## src/rtl/core/olb_pkg.sv

```systemverilog
`default_nettype none
package olb_pkg;

  // Fixed field widths
  localparam int unsigned QUEUE_W = 8;
  localparam int unsigned COUNT_W = 5;
  localparam int unsigned PASS_W  = 8;

  localparam logic [PASS_W-1:0] PASS_SAT    = 8'd255;
  localparam logic [PASS_W-1:0] MAX_PASS_RST = 8'd5;

  typedef enum logic [1:0] {
    CMD_JOIN  = 2'd0,
    CMD_ENTER = 2'd1,
    CMD_TICK  = 2'd2
  } cmd_t;

  typedef enum logic [0:0] {
    DIR_NORTH = 1'b0,
    DIR_SOUTH = 1'b1
  } dir_t;

  // Light state and travel direction share this encoding (red means none)
  typedef enum logic [1:0] {
    LIGHT_RED   = 2'd0,
    LIGHT_NORTH = 2'd1,
    LIGHT_SOUTH = 2'd2
  } light_t;

  typedef struct packed {
    logic [1:0] cmd;
    logic       direction;
  } in_item_t;

  typedef struct packed {
    logic [1:0]         light;
    logic [QUEUE_W-1:0] north_waiting;
    logic [QUEUE_W-1:0] south_waiting;
    logic [COUNT_W-1:0] on_bridge;
    logic               event_dropped;
  } out_item_t;

  // Control from the step logic to the departure ring
  typedef struct packed {
    logic enter;
    logic tick;
  } ring_ctl_t;

endpackage
`default_nettype wire

```

## src/rtl/core/olb_ring.sv

```systemverilog
`default_nettype none
module olb_ring #(
  parameter int unsigned CROSSING_TICKS = 5
) (
  input  wire logic                       clk,
  input  wire logic                       rst_n,
  input  wire olb_pkg::ring_ctl_t         ctl,
  output logic [olb_pkg::COUNT_W-1:0]     gone
);
  import olb_pkg::*;

  // Slot 0 collects cars entering during the current second; the last
  // slot holds the cars that leave on the next tick.
  logic [COUNT_W-1:0] slot_r [CROSSING_TICKS];

  // Shift on tick, count up on entry
  always_ff @(posedge clk) begin
    if (!rst_n) begin
      for (int i = 0; i < int'(CROSSING_TICKS); i++) begin
        slot_r[i] <= '0;
      end
    end else if (ctl.tick) begin
      slot_r[0] <= '0;
      for (int i = 1; i < int'(CROSSING_TICKS); i++) begin
        slot_r[i] <= slot_r[i-1];
      end
    end else if (ctl.enter) begin
      slot_r[0] <= slot_r[0] + COUNT_W'(1);
    end
  end

  assign gone = slot_r[CROSSING_TICKS-1];

endmodule
`default_nettype wire

```

## src/rtl/core/olb_core.sv

```systemverilog
`default_nettype none
module olb_core #(
  parameter int unsigned BRIDGE_CAPACITY = 16,
  parameter int unsigned QUEUE_MAX       = 255
) (
  input  wire logic                       clk,
  input  wire logic                       rst_n,
  input  wire logic                       accept,
  input  wire olb_pkg::in_item_t          item,
  input  wire logic [olb_pkg::PASS_W-1:0] max_pass,
  input  wire logic [olb_pkg::COUNT_W-1:0] gone,
  output olb_pkg::ring_ctl_t              ring_ctl,
  output olb_pkg::out_item_t              result
);
  import olb_pkg::*;

  localparam logic [QUEUE_W-1:0] QMAX = QUEUE_W'(QUEUE_MAX);
  localparam logic [COUNT_W-1:0] CAP  = COUNT_W'(BRIDGE_CAPACITY);

  logic [QUEUE_W-1:0] nq_r, nq_nxt;
  logic [QUEUE_W-1:0] sq_r, sq_nxt;
  logic [COUNT_W-1:0] bc_r, bc_nxt;
  logic [PASS_W-1:0]  passed_r, passed_nxt;
  light_t             light_r, light_nxt;
  light_t             dir_r, dir_nxt;
  logic               dropped;
  logic [QUEUE_W-1:0] own_q;
  logic [QUEUE_W-1:0] dir_q;
  logic [QUEUE_W-1:0] light_q;
  logic [COUNT_W-1:0] bc_left;
  logic               south;

  assign south = (dir_t'(item.direction) == DIR_SOUTH);
  assign own_q = south ? sq_r : nq_r;

  // Waiting count of the side that a light code points to
  always_comb begin
    unique case (dir_r)
      LIGHT_NORTH: dir_q = nq_r;
      LIGHT_SOUTH: dir_q = sq_r;
      default:     dir_q = '0;
    endcase
    unique case (light_r)
      LIGHT_NORTH: light_q = nq_r;
      LIGHT_SOUTH: light_q = sq_r;
      default:     light_q = '0;
    endcase
  end

  // Drop departures first, floor at zero
  assign bc_left = (gone >= bc_r) ? '0 : bc_r - gone;

  // Apply one item to the state
  always_comb begin
    nq_nxt     = nq_r;
    sq_nxt     = sq_r;
    bc_nxt     = bc_r;
    passed_nxt = passed_r;
    light_nxt  = light_r;
    dir_nxt    = dir_r;
    dropped    = 1'b0;
    ring_ctl   = '0;
    if (accept) begin
      unique case (cmd_t'(item.cmd))
        CMD_JOIN: begin
          if (own_q >= QMAX) begin
            dropped = 1'b1;
          end else if (south) begin
            sq_nxt = sq_r + QUEUE_W'(1);
          end else begin
            nq_nxt = nq_r + QUEUE_W'(1);
          end
        end
        CMD_ENTER: begin
          if (own_q == '0 || bc_r >= CAP) begin
            dropped = 1'b1;
          end else begin
            if (south) begin
              sq_nxt = sq_r - QUEUE_W'(1);
            end else begin
              nq_nxt = nq_r - QUEUE_W'(1);
            end
            bc_nxt         = bc_r + COUNT_W'(1);
            ring_ctl.enter = 1'b1;
            if (passed_r < PASS_SAT) begin
              passed_nxt = passed_r + PASS_W'(1);
            end
          end
        end
        CMD_TICK: begin
          ring_ctl.tick = 1'b1;
          bc_nxt        = bc_left;
          if (light_r == LIGHT_RED) begin
            if (bc_left == '0) begin
              passed_nxt = '0;
              priority if (nq_r != '0) begin
                dir_nxt   = LIGHT_NORTH;
                light_nxt = LIGHT_NORTH;
              end else if (sq_r != '0) begin
                dir_nxt   = LIGHT_SOUTH;
                light_nxt = LIGHT_SOUTH;
              end else begin
                dir_nxt = LIGHT_RED;
              end
            end else if (dir_r != LIGHT_RED && passed_r < max_pass && dir_q != '0) begin
              light_nxt = dir_r;
            end
          end else if (light_q == '0 || passed_r >= max_pass) begin
            light_nxt = LIGHT_RED;
          end
        end
        default: begin
          // Unused command: state unchanged, nothing flagged
        end
      endcase
    end
  end

  // State registers
  always_ff @(posedge clk) begin
    if (!rst_n) begin
      nq_r     <= '0;
      sq_r     <= '0;
      bc_r     <= '0;
      passed_r <= '0;
      light_r  <= LIGHT_RED;
      dir_r    <= LIGHT_RED;
    end else begin
      nq_r     <= nq_nxt;
      sq_r     <= sq_nxt;
      bc_r     <= bc_nxt;
      passed_r <= passed_nxt;
      light_r  <= light_nxt;
      dir_r    <= dir_nxt;
    end
  end

  // Result shows the state after the item
  always_comb begin
    result.light         = light_nxt;
    result.north_waiting = nq_nxt;
    result.south_waiting = sq_nxt;
    result.on_bridge     = bc_nxt;
    result.event_dropped = dropped;
  end

endmodule
`default_nettype wire

```

## src/rtl/core/olb_out_reg.sv

```systemverilog
`default_nettype none
module olb_out_reg (
  input  wire logic               clk,
  input  wire logic               rst_n,
  input  wire logic               load,
  input  wire olb_pkg::out_item_t load_data,
  output logic                    can_load,
  output logic                    out_valid,
  input  wire logic               out_ready,
  output olb_pkg::out_item_t      out_data
);
  import olb_pkg::*;

  logic      valid_r, valid_nxt;
  out_item_t data_r;

  // Room when empty or when the held item leaves this cycle
  assign can_load = !valid_r || out_ready;

  always_comb begin
    valid_nxt = valid_r;
    if (load) begin
      valid_nxt = 1'b1;
    end else if (out_ready) begin
      valid_nxt = 1'b0;
    end
  end

  always_ff @(posedge clk) begin
    if (!rst_n) begin
      valid_r <= 1'b0;
    end else begin
      valid_r <= valid_nxt;
    end
  end

  // Hold payload until a new item loads
  always_ff @(posedge clk) begin
    if (load) begin
      data_r <= load_data;
    end
  end

  assign out_valid = valid_r;
  assign out_data  = data_r;

endmodule
`default_nettype wire

```

## src/rtl/core/one_lane_bridge_light_controller.sv

```systemverilog
// Latency: a result is valid in the cycle after its item is accepted.
// Throughput: one item per cycle while results are taken; the state update for an
// item is combinational, and the output register lets a new item in while the last is taken.
// in_ready drops only while a result is held and out_ready is low.
// Reset (synchronous, rst_n low): queues, bridge count, pass count and the
// departure ring clear, lights go red, max_pass returns to 5.
`default_nettype none
module one_lane_bridge_light_controller #(
  parameter int unsigned CROSSING_TICKS  = 5,
  parameter int unsigned BRIDGE_CAPACITY = 16,
  parameter int unsigned QUEUE_MAX       = 255
) (
  input  wire logic                       clk,
  input  wire logic                       rst_n,
  input  wire logic                       in_valid,
  output logic                            in_ready,
  input  wire olb_pkg::in_item_t          in_data,
  output logic                            out_valid,
  input  wire logic                       out_ready,
  output olb_pkg::out_item_t              out_data,
  input  wire logic                       cfg_valid,
  output logic                            cfg_ready,
  input  wire logic [olb_pkg::PASS_W-1:0] cfg_data
);
  import olb_pkg::*;

  logic               accept;
  logic [PASS_W-1:0]  max_pass_r;
  logic [COUNT_W-1:0] gone;
  ring_ctl_t          ring_ctl;
  out_item_t          result;

  assign cfg_ready = 1'b1;
  assign accept    = in_valid && in_ready;

  // Configuration register
  always_ff @(posedge clk) begin
    if (!rst_n) begin
      max_pass_r <= MAX_PASS_RST;
    end else if (cfg_valid && cfg_ready) begin
      max_pass_r <= cfg_data;
    end
  end

  olb_core #(
    .BRIDGE_CAPACITY (BRIDGE_CAPACITY),
    .QUEUE_MAX       (QUEUE_MAX)
  ) u_core (
    .clk      (clk),
    .rst_n    (rst_n),
    .accept   (accept),
    .item     (in_data),
    .max_pass (max_pass_r),
    .gone     (gone),
    .ring_ctl (ring_ctl),
    .result   (result)
  );

  olb_ring #(
    .CROSSING_TICKS (CROSSING_TICKS)
  ) u_ring (
    .clk   (clk),
    .rst_n (rst_n),
    .ctl   (ring_ctl),
    .gone  (gone)
  );

  olb_out_reg u_out (
    .clk       (clk),
    .rst_n     (rst_n),
    .load      (accept),
    .load_data (result),
    .can_load  (in_ready),
    .out_valid (out_valid),
    .out_ready (out_ready),
    .out_data  (out_data)
  );

endmodule
`default_nettype wire

```

## config.mk

```make
export PLATFORM = sky130hd
export DESIGN_NAME = one_lane_bridge_light_controller
export DESIGN_NICKNAME = d
export VERILOG_FILES = /design/src/rtl/core/olb_pkg.sv /design/src/rtl/core/olb_ring.sv /design/src/rtl/core/olb_core.sv /design/src/rtl/core/olb_out_reg.sv /design/src/rtl/core/one_lane_bridge_light_controller.sv
export SDC_FILE = /design/constraint.sdc
export NUM_CORES = 1
export LEC_CHECK = 0
export ABC_AREA = 1
export CORE_MARGIN = 5
export CORE_UTILIZATION = 60
export DETAILED_ROUTE_END_ITERATION = 8
export DONT_BUFFER_PORTS = 1
export GPL_TIMING_DRIVEN = 0
export HOLD_SLACK_MARGIN = 0.15
export PLACE_DENSITY = 0.73
export SLEW_MARGIN = 20
export SYNTH_ARGS = -nofsm -noshare
export SYNTH_HDL_FRONTEND = slang
export SYNTH_HIERARCHICAL = 1
export SYNTH_SLANG_ARGS = --single-unit
```

## constraint.sdc

```tcl
create_clock -name clk -period 4.2 [get_ports clk]
set_input_delay 0.21 -clock clk [delete_from_list [all_inputs] [get_ports clk]]
set_output_delay 0.21 -clock clk [all_outputs]
set_load 0.005 [all_outputs]
```

==> run_results.csv, run 1 <==
group,metric,value,unit
run_status,status,"finished clean",
die,dieArea,12200,um^2
routing,routed_wl,15500,um
routing,first_pass_iters,5,
yosys,synth_edf_count,49,
global_route,antenna_found_initial,0,
clock_tree,insertion_delay,0.38,ns
yosys,syn_nets,892,
worst_setup_path,worstPathRequired,4.21,ns
pwr,p_per_area,324,nW/um^2
routing,via_per_inst,5.47,
sta,fin_setup_tns,0,ns
placement,dpl.hpwl,11200,um
cells_and_area,final_net_count,918,
worst_setup_path,cp-start-kind,"input pin",
sta,slew_headroom,46.1,%
global_route,grt_overflow,0,
worst_setup_path,crit_arrival,2.77,ns
yosys,synth_warnings,6,
sta,fmax,0.362,GHz
worst_setup_path,worstSetupPathType,"in2reg",
sta,finalHoldViolCount,0,
job,cap_violations,0,
clock_tree,root_buffer,"clkbuf_8",
global_route,grtUsageTotal,25.2,%
yosys,synth_top_flop_cell,"edfxtp_1",
worst_setup_path,crit_path_max_fanout,26,
sta,layout_min_cycle_time,2.76,ns
yosys,syn_area,6050,um^2
cells_and_area,drive_above_1_share,9.26,%
cells_and_area,seq_area,2310,um^2
worst_setup_path,r2r_start,"u_out/out_valid$_SDFFE_PN0P_",
clock_tree,cts.sinks,91,
yosys,avgSynthCellArea,7.17,um^2
clock_tree,cts_setup_buffers,0,
placement,dpl_worst_slack,1.07,ns
pwr,vdd_drop_max,0.280,mV
die,die_w,110,um
die,rows,36,
worst_setup_path,critical_path.startpoint,"out_ready",
sta,fin_crit_sh,65.8,%
die,fp.dieH,110,um
sta,slew_violations,0,
clock_tree,clk_pin_slew,0.09,ns
routing,wl_per_cell,15.4,um
sta,tightest_slew,0.807,ns
cells_and_area,antenna_cells,0,
yosys,ys_ff_latch,91,
yosys,syn_inst,844,
global_route,grt_max_degree,27,
cells_and_area,multi_input_area,3090,um^2
placement,gp_congestion,0.922,
min_path,hold_start,"rst_n",
worst_setup_path,worst_setup_path_end_kind,"flop",
routing,final_antenna_net_count,0,
clock_tree,cts_buffer_depth,2,
global_route,grt_pass1_vias,5344,
die,initial_core_util,61.7,%
placement,numPortBuffers,0,
clock_tree,htreeDepth,3,
sta,skew,0.0139,ns
global_route,grt_first_pass_wirelength,25300,um
cells_and_area,fill_cells,884,
die,core,9820,um^2
routing,vias,5517,
routing,drtIter0Drc,467,
routing,drcViolationCount,0,
sta,finalWorstSetupSlack,1.44,ns
clock_tree,cts_tree,"yes",
min_path,hp-class,"in2reg",
yosys,async_flop_share,0,%
die,io_pins,43,
yosys,ys_seq_area_share,38.2,%
yosys,synth_cell_types,39,
sta,setup_viol,0,
cells_and_area,area.growth.synth_to_final,8.43,%
pwr,cellLeakagePower,0.00317,uW
clock_tree,cts_made_buffers,9,
sta,rsz0062_at_grt,"false",
Yosys cell counts, drive strengths merged (10+ instances only):
| master | number | area [um^2] |
|---|---|---|
| a21oi | 43 | 260 |
| clkbuf | 10 | 37.5 |
| xor2 | 19 | 166 |
| edfxtp | 49 | 1470 |
| buf | 26 | 201 |
| nand2 | 269 | 1040 |
| nand3 | 68 | 358 |
| nand4 | 17 | 106 |
| inv | 109 | 414 |
| dfxtp | 42 | 841 |
| ha | 31 | 388 |
| o21ai | 41 | 209 |
| nor2 | 92 | 380 |
| nor3 | 12 | 60.1 |
critical path: stages:
cell           delay [ns]
dlygate4sd3_1        0.53
inv_1                0.05
nand2_2              0.08
nand2_1              0.07
inv_2                0.47
buf_2                0.33
nand2_1              0.09
inv_1                0.18
inv_1                0.13
nand2_1              0.61
state kept, by name, summed over array words and instances, names as in the netlist:
signal,cells
u_core/sq_r,8
u_core/nq_r,8
u_out/out_valid,1
u_core/bc_r,5
u_out/out_data,24
u_core/dir_r,2
max_pass_r,8
u_ring/slot_r,25
u_core/light_r,2
u_core/passed_r,8
timing repair:
item,CTS,global route
hold buffers,15,0
endpoints found under the hold margin,15,0
setup endpoints to repair,0,0
gates resized for setup,0,0
cell usage in the layout, fill, tap and decap left out, types with 2 or more instances in the layout:
cell type / netlist / routed
inv_6: 1 / 2
nand4_1: 17 / 17
o21ai_1: 16 / 16
a22oi_1: 2 / 2
nand3_1: 66 / 66
nor2_2: 11 / 11
dlygate4sd3_1: 0 / 15
buf_6: 9 / 9
nor2_1: 80 / 80
o211ai_1: 2 / 2
nor3_1: 12 / 12
clkbuf_8: 0 / 9
clkinvlp_4: 0 / 3
a21oi_1: 33 / 33
xnor2_1: 2 / 2
o21ai_0: 24 / 24
a21oi_2: 9 / 9
nor4_1: 2 / 2
nand2_1: 262 / 262
nand2_2: 6 / 6
buf_2: 11 / 11
clkbuf_1: 10 / 11
xor2_1: 19 / 19
edfxtp_1: 49 / 49
or2_1: 2 / 2
inv_2: 6 / 7
inv_1: 102 / 101
dfxtp_1: 42 / 42
buf_4: 6 / 6
ha_1: 31 / 31
report_power, final:
group	internal, uW	total, uW	switching [uW]
combinational	160	486	326
clock	276	611	335
sequential	998	1030	34.8
total	1430	2130	695
layer usage:
layer | global-route usage [%] | wire length (um) | vias up | share of wire, %
met5 | 0 | 0 | - | 0
met4 | 11.7 | 474 | 0 | 3.1
met3 | 3.88 | 951 | 31 | 6.1
met2 | 45.7 | 7940 | 196 | 51
met1 | 28.9 | 6160 | 2547 | 40
li1 | - | - | 2743 | -
final timing paths:
kind / endpoint / slack (ns) / cells after the start
worst min-delay path: u_ring/slot_r[0][4]$_SDFFCE_PN0P_ / 0.18 / 1
worst max register to register: u_ring/slot_r[1][4]$_SDFFCE_PN0P_ / 1.50 / 8
worst min register to register: max_pass_r[6]$_SDFFE_PN0P_ / 0.48 / 2
worst max-delay path: u_ring/slot_r[1][4]$_SDFFCE_PN0P_ / 1.44 / 10
per-stage QoR:
stage          cells  total power (uW)  hold slack [ns]  instance area (um^2)  utilization [%]
3_5_place_dp     977              1520            0.342                  6220             63.4
5_1_grt         1008              2240            0.206                  6570             66.9
2_1_floorplan    844              1400            0.330                  6050                -
6_report        1008              2130            0.182                  6570             66.9
3_3_place_gp     977              1500            0.340                  6220             63.4
4_1_cts         1008              2130            0.166                  6570             66.9
layout make-up:
cell class / instances / share of cell area, %
plain buffers: 36 / 3.64
clock buffers: 10 / 1.94
clock inverters: 6 / 1.01
inverters: 110 / 6.37
multi-input cells: 607 / 47.0
flip-flops and latches: 91 / 35.2
well taps: 133 / 2.53
repair buffers: 15 / 2.29
cells by family (layout without fill, tap and decap cells):
group,count (synthesis),in the layout,share of synthesized area [%]
AO/OA/AOI/OAI,90,90,8.47
XOR/XNOR,21,21,3.04
adder cells (fa/ha/maj),32,32,6.74
buffers and inverters,146,177,10.8
flip-flops,91,91,38.2
other,1,1,0.0619
AND/OR/NAND/NOR,463,463,32.7
No activity file was read; power rests on OpenSTA's default activity.
==> inputs of run 2 (changes only) <==
==> constraint.sdc (replaced) <==
create_clock -name clk -period 2.9 [get_ports clk]
set_input_delay 0.145 -clock clk [delete_from_list [all_inputs] [get_ports clk]]
set_output_delay 0.145 -clock clk [all_outputs]
set_load 0.005 [all_outputs]
==> run_results.csv, run 2 (synthesis gave the netlist of run 1 again) <==
group,metric,value,unit
sta,tightest_slew,0.804,ns
worst_setup_path,worst_path_largest_cell_delay,0.50,ns
global_route,grt_max_degree,27,
worst_setup_path,worst_setup_path_end_kind,"flop",
cells_and_area,instances_no_fill,1008,
die,dieArea,12200,um^2
cells_and_area,area.growth.synth_to_final,8.51,%
placement,placed_cell_area,6220,um^2
routing,wl_per_cell,15.6,um
job,cap_violations,0,
worst_setup_path,cp-start-kind,"flop",
clock_tree,cts_buffer_depth,2,
global_route,grtUsageTotal,25.2,%
clock_tree,clk_pin_slew,0.10,ns
routing,final_antenna_net_count,0,
run_status,status,"finished clean",
routing,drcViolationCount,0,
cells_and_area,final_cell_mix,"nand2_1, inv_1, nor2_1",
worst_setup_path,path_delay_family,"buffers and inverters",
cells_and_area,largest_register_ffs,25,
worst_setup_path,cpMostUsedCell,"nand2_1",
clock_tree,cts_setup_buffers,0,
cells_and_area,regMostFlops,"u_ring/slot_r",
cells_and_area,final_common_cell,"nand2_1",
worst_setup_path,worstSetupPathType,"reg2reg",
global_route,grt_overflow,0,
cells_and_area,utilization,66.9,%
cells_and_area,final_cell_area,6570,um^2
global_route,antenna_found_initial,0,
die,initial_core_util,61.7,%
die,rows,36,
clock_tree,cts_tree,"yes",
die,die_w,110,um
min_path,hp-class,"in2reg",
sta,slew_headroom,46.3,%
routing,vias,5547,
pwr,p_per_area,470,nW/um^2
worst_setup_path,worstPathRequired,2.84,ns
routing,routed_wl,15700,um
sta,skew,0.0138,ns
sta,layout_min_cycle_time,2.68,ns
placement,numPortBuffers,0,
sta,fmax,0.373,GHz
clock_tree,root_buffer,"clkbuf_8",
worst_setup_path,critPathBufInv,4,
pwr,vdd_drop_max,0.408,mV
die,core,9820,um^2
worst_setup_path,crit_chain,"nand2_2 > nand2_1 > clkinvlp_4 > buf_2 > nand2_1 > inv_1 > inv_1 > nand2_1",
die,io_pins,43,
global_route,grt_first_pass_wirelength,25300,um
placement,dp.cells,977,
cells_and_area,final_net_count,918,
global_route,grt_pass1_vias,5343,
routing,via_per_inst,5.50,
sta,fin_crit_sh,92.5,%
clock_tree,insertion_delay,0.38,ns
sta,slew_violations,0,
cells_and_area,drive_above_1_share,9.37,%
worst_setup_path,crit_path_max_fanout,20,
sta,setup_viol,0,
clock_tree,cts.sinks,91,
clock_tree,htreeDepth,3,
sta,rsz0062_at_grt,"false",
routing,first_pass_iters,6,
clock_tree,cts_made_buffers,9,
worst_setup_path,worst_path_max_delay_cell,"nand2_1",
placement,gp_congestion,0.922,
placement,dpl.hpwl,11200,um
worst_setup_path,crit_arrival,2.62,ns
die,fp.dieH,110,um
sta,finalHoldViolCount,0,
pwr,cellLeakagePower,0.00317,uW
sta,fin_setup_tns,0,ns
cells_and_area,antenna_cells,0,
routing,drtIter0Drc,428,
==> run 2: cell count changes in the layout (fill, tap and decap cells not counted) <==
cell and change:
clkinvlp_2 +1, clkbuf_1 -1, clkinvlp_4 +1, inv_2 -1
==> run 2: where the power goes <==
group          internal (uW)  total [uW]  switching [uW]
sequential              1440        1500            50.4
clock                    400         882             482
combinational            232         709             477
total                   2080        3090            1010
==> run 2: final timing paths <==
kind,start,to,slack (ns),depth (start not counted)
min reg2reg,max_pass_r[6]$_SDFFE_PN0P_,max_pass_r[6]$_SDFFE_PN0P_,0.48,2
min,in_data[0],u_core/sq_r[0]$_SDFF_PN0_,0.22,6
max reg2reg,u_out/out_valid$_SDFFE_PN0P_,u_ring/slot_r[2][3]$_SDFFCE_PN0P_,0.22,8
max,u_out/out_valid$_SDFFE_PN0P_,u_ring/slot_r[2][3]$_SDFFCE_PN0P_,0.22,8
==> run 2: what timing repair did <==
item / 4_1_cts / 5_1_grt
gates cloned: 0 / 1
endpoints found under the setup margin: 39 / 40
resized for setup: 1 / 0
hold buffers: 15 / 0
endpoints found under the hold margin: 35 / 0
==> run 2: worst register-to-register path, stage by stage, from the launching register on <==
cell        delay, ns
dfxtp_1          0.37
nand2_2          0.09
nand2_1          0.18
clkinvlp_4       0.41
buf_2            0.33
nand2_1          0.09
inv_1            0.11
inv_1            0.16
nand2_1          0.50
==> run 2: through the flow <==
stage	power, uW	setup WS [ns]	hold slack (ns)
2_1_floorplan	2020	0.542	0.265
3_3_place_gp	2170	-0.0850	0.275
3_5_place_dp	2200	-0.232	0.277
4_1_cts	3090	0.0155	0.205
5_1_grt	3250	0.0102	0.272
6_report	3090	0.218	0.218
==> run 2: area by class of cell <==
cell class	count	area (um^2)
timing repair buffer	15	150
clock buffer	10	128
multi-input combinational	607	3090
inverter	110	422
fill	884	3250
clock inverter	6	66.3
sequential	91	2310
timing repair inverter	1	5.00
tap	133	166
buffer	35	235
==> run 2: routing by layer <==
| metal | share of wire [%] | GRT usage (%) | vias to the layer above |
|---|---|---|---|
| met2 | 51 | 45.8 | 197 |
| li1 | - | - | 2744 |
| met4 | 2.8 | 11.6 | 0 |
| met1 | 41 | 29.0 | 2572 |
| met5 | 0 | 0 | - |
| met3 | 6.1 | 3.83 | 34 |
==> inputs of run 3 (changes only) <==
--- a/config.mk
+++ b/config.mk
@@ -5,7 +5,6 @@
 export SDC_FILE = /design/constraint.sdc
 export NUM_CORES = 1
 export LEC_CHECK = 0
-export ABC_AREA = 1
 export CORE_MARGIN = 5
 export CORE_UTILIZATION = 60
 export DETAILED_ROUTE_END_ITERATION = 8
==> run_results.csv, run 3 <==
group,metric,value,unit
run_status,status,"finished clean",
worst_setup_path,path_delay_family,"compound AO/OA/AOI/OAI gates",
pwr,total_power,2700,uW
placement,numPortBuffers,0,
yosys,synth_cell_types,73,
sta,fin_crit_sh,98.5,%
yosys,async_flop_share,0,%
worst_setup_path,worst_path_largest_cell_delay,0.43,ns
placement,dpl.hpwl,8450,um
sta,slew_headroom,39.1,%
die,fp.dieH,104,um
clock_tree,clk_pin_slew,0.09,ns
clock_tree,root_buffer,"clkbuf_8",
cells_and_area,utilization,68.3,%
worst_setup_path,cp-start-kind,"flop",
sta,layout_min_cycle_time,2.86,ns
yosys,ys_seq_area_share,43.9,%
global_route,grt_pass1_vias,4256,
routing,final_antenna_net_count,0,
sta,fmax,0.350,GHz
worst_setup_path,worstSetupPathType,"reg2reg",
cells_and_area,final_common_cell,"edfxtp_1",
cells_and_area,seq_area,2320,um^2
sta,hold_slack,0.242,ns
pwr,p_per_area,458,nW/um^2
worst_setup_path,critPathBufInv,2,
worst_setup_path,crit_path_max_fanout,5,
sta,slew_violations,0,
yosys,synth_top_flop_cell,"edfxtp_1",
global_route,antenna_found_initial,0,
cells_and_area,regMostFlops,"u_ring/slot_r",
routing,drtIter0Drc,270,
cells_and_area,area.growth.synth_to_final,12.1,%
routing,wl_per_cell,17.7,um
pwr,vdd_drop_max,0.277,mV
global_route,top_usage_layer,"met2",
yosys,synth_top_cell_area_share,28.0,%
clock_tree,htreeDepth,3,
job,cap_violations,0,
pwr,cellLeakagePower,0.00239,uW
yosys,syn_nets,580,
yosys,syn_inst,532,
cells_and_area,fill_cells,656,
min_path,hp-class,"in2reg",
clock_tree,cts_buffer_depth,2,
clock_tree,cts_tree,"yes",
global_route,use_met3,3.05,%
worst_setup_path,worst_path_max_delay_cell,"fa_2",
global_route,grt_max_degree,30,
global_route,grtUsageTotal,22.0,%
yosys,ys_ff_latch,91,
worst_setup_path,worst_setup_path_end_kind,"flop",
die,die_w,104,um
sta,rsz0062_at_grt,"true",
worst_setup_path,crit_chain,"inv_4 > ha_4 > inv_2 > fa_2 > a21o_1 > a21oi_2 > xnor2_2 > o311a_4 > or3_4 > or3_4 > a21oi_2",
placement,gp_congestion,0.922,
yosys,yosys.area.top_type,"edfxtp_1",
sta,skew,0.00986,ns
yosys,synth_common_cells,"edfxtp_1, dfxtp_1, nand2_1",
global_route,use_met2,38.5,%
routing,first_pass_iters,5,
yosys,synth_edf_count,49,
die,rows,34,
global_route,grt_first_pass_wirelength,19900,um
cells_and_area,final_cell_mix,"edfxtp_1, dfxtp_1, nand2_1",
clock_tree,cts.sinks,91,
sta,tightest_slew,0.908,ns
yosys,yosysMostFrequentCell,"edfxtp_1",
worst_setup_path,worstPathRequired,3.20,ns
global_route,grt_overflow,0,
die,dieArea,10700,um^2
die,io_pins,43,
cells_and_area,antenna_cells,0,
clock_tree,insertion_delay,0.36,ns
die,core,8640,um^2
routing,routed_wl,12000,um
yosys,syn_area,5260,um^2
yosys,synth_warnings,6,
cells_and_area,multi_input_area,2780,um^2
yosys,avgSynthCellArea,9.89,um^2
sta,fin_setup_tns,0,ns
cells_and_area,final_net_count,612,
routing,vias,4239,
cells_and_area,drive_above_1_share,11.1,%
sta,finalHoldViolCount,0,
cells_and_area,largest_register_ffs,25,
routing,drcViolationCount,0,
clock_tree,cts_made_buffers,9,
routing,via_per_inst,6.26,
sta,setup_viol,0,
die,initial_core_util,60.9,%
global_route,gr-usage-met1,26.0,%
worst_setup_path,crit_arrival,3.16,ns
yosys,synth_area_leaders,"edfxtp_1, dfxtp_1, ha_1",
run 3: logic make-up after synthesis:
logic type / synth area share, %
AO/OA/AOI/OAI: 14.4
other: 0.0713
buffers and inverters: 4.97
flip-flops: 43.9
multiplexers: 4.61
XOR/XNOR: 1.50
adder cells (fa/ha/maj): 7.75
AND/OR/NAND/NOR: 22.8
run 3: layout make-up:
type                       count  share of cell area (%)
sequential                    91                    39.2
clock buffer                  12                    2.99
tap                          108                    2.29
timing repair buffer          21                    3.46
inverter                      32                    2.08
multi-input combinational    383                    47.0
buffer                        26                    2.40
clock inverter                 4                   0.509
run 3: path summary, 6_finish.rpt:
check,startpoint,endpoint,slack (ns),cells past startpoint
max,u_core/bc_r[0]$_SDFF_PN0_,u_core/passed_r[5]$_SDFFE_PN0P_,0.04,11
max reg2reg,u_core/bc_r[0]$_SDFF_PN0_,u_core/passed_r[5]$_SDFFE_PN0P_,0.04,11
min reg2reg,u_core/dir_r[1]$_SDFFE_PN0P_,u_core/dir_r[1]$_SDFFE_PN0P_,0.51,2
min,in_valid,u_out/out_valid$_SDFFE_PN0P_,0.24,3
run 3: report_power, final:
part           total, uW  switching, uW  internal (uW)
logic                395            240            155
clock network        858            444            414
registers           1450           33.5           1420
total               2700            717           1990
run 3: tightest hold or removal path: stages:
cell and delay, ns:
and2_4 0.26, inv_1 0.11, a21boi_2 0.05
run 3: what timing repair did:
item	CTS	global route
resized for setup	6	14
setup buffers	0	4
endpoints found under the hold margin	35	0
pin swaps	1	13
hold buffers	17	0
setup endpoints to repair	7	7
run 3: routing by layer:
layer	vias up	routed length, um
li1	2029	-
met1	1974	4820
met2	188	6070
met3	48	681
met4	0	403
met5	-	0
run 3: metrics by stage:
stage          std cells  instance area [um^2]  worst slack (ns)
3_3_place_gp         640                  5400            -0.505
5_1_grt              677                  5900           -0.0381
6_report             677                  5900            0.0427
3_5_place_dp         640                  5400            -0.104
2_1_floorplan        532                  5260             0.115
4_1_cts              673                  5810           -0.0181
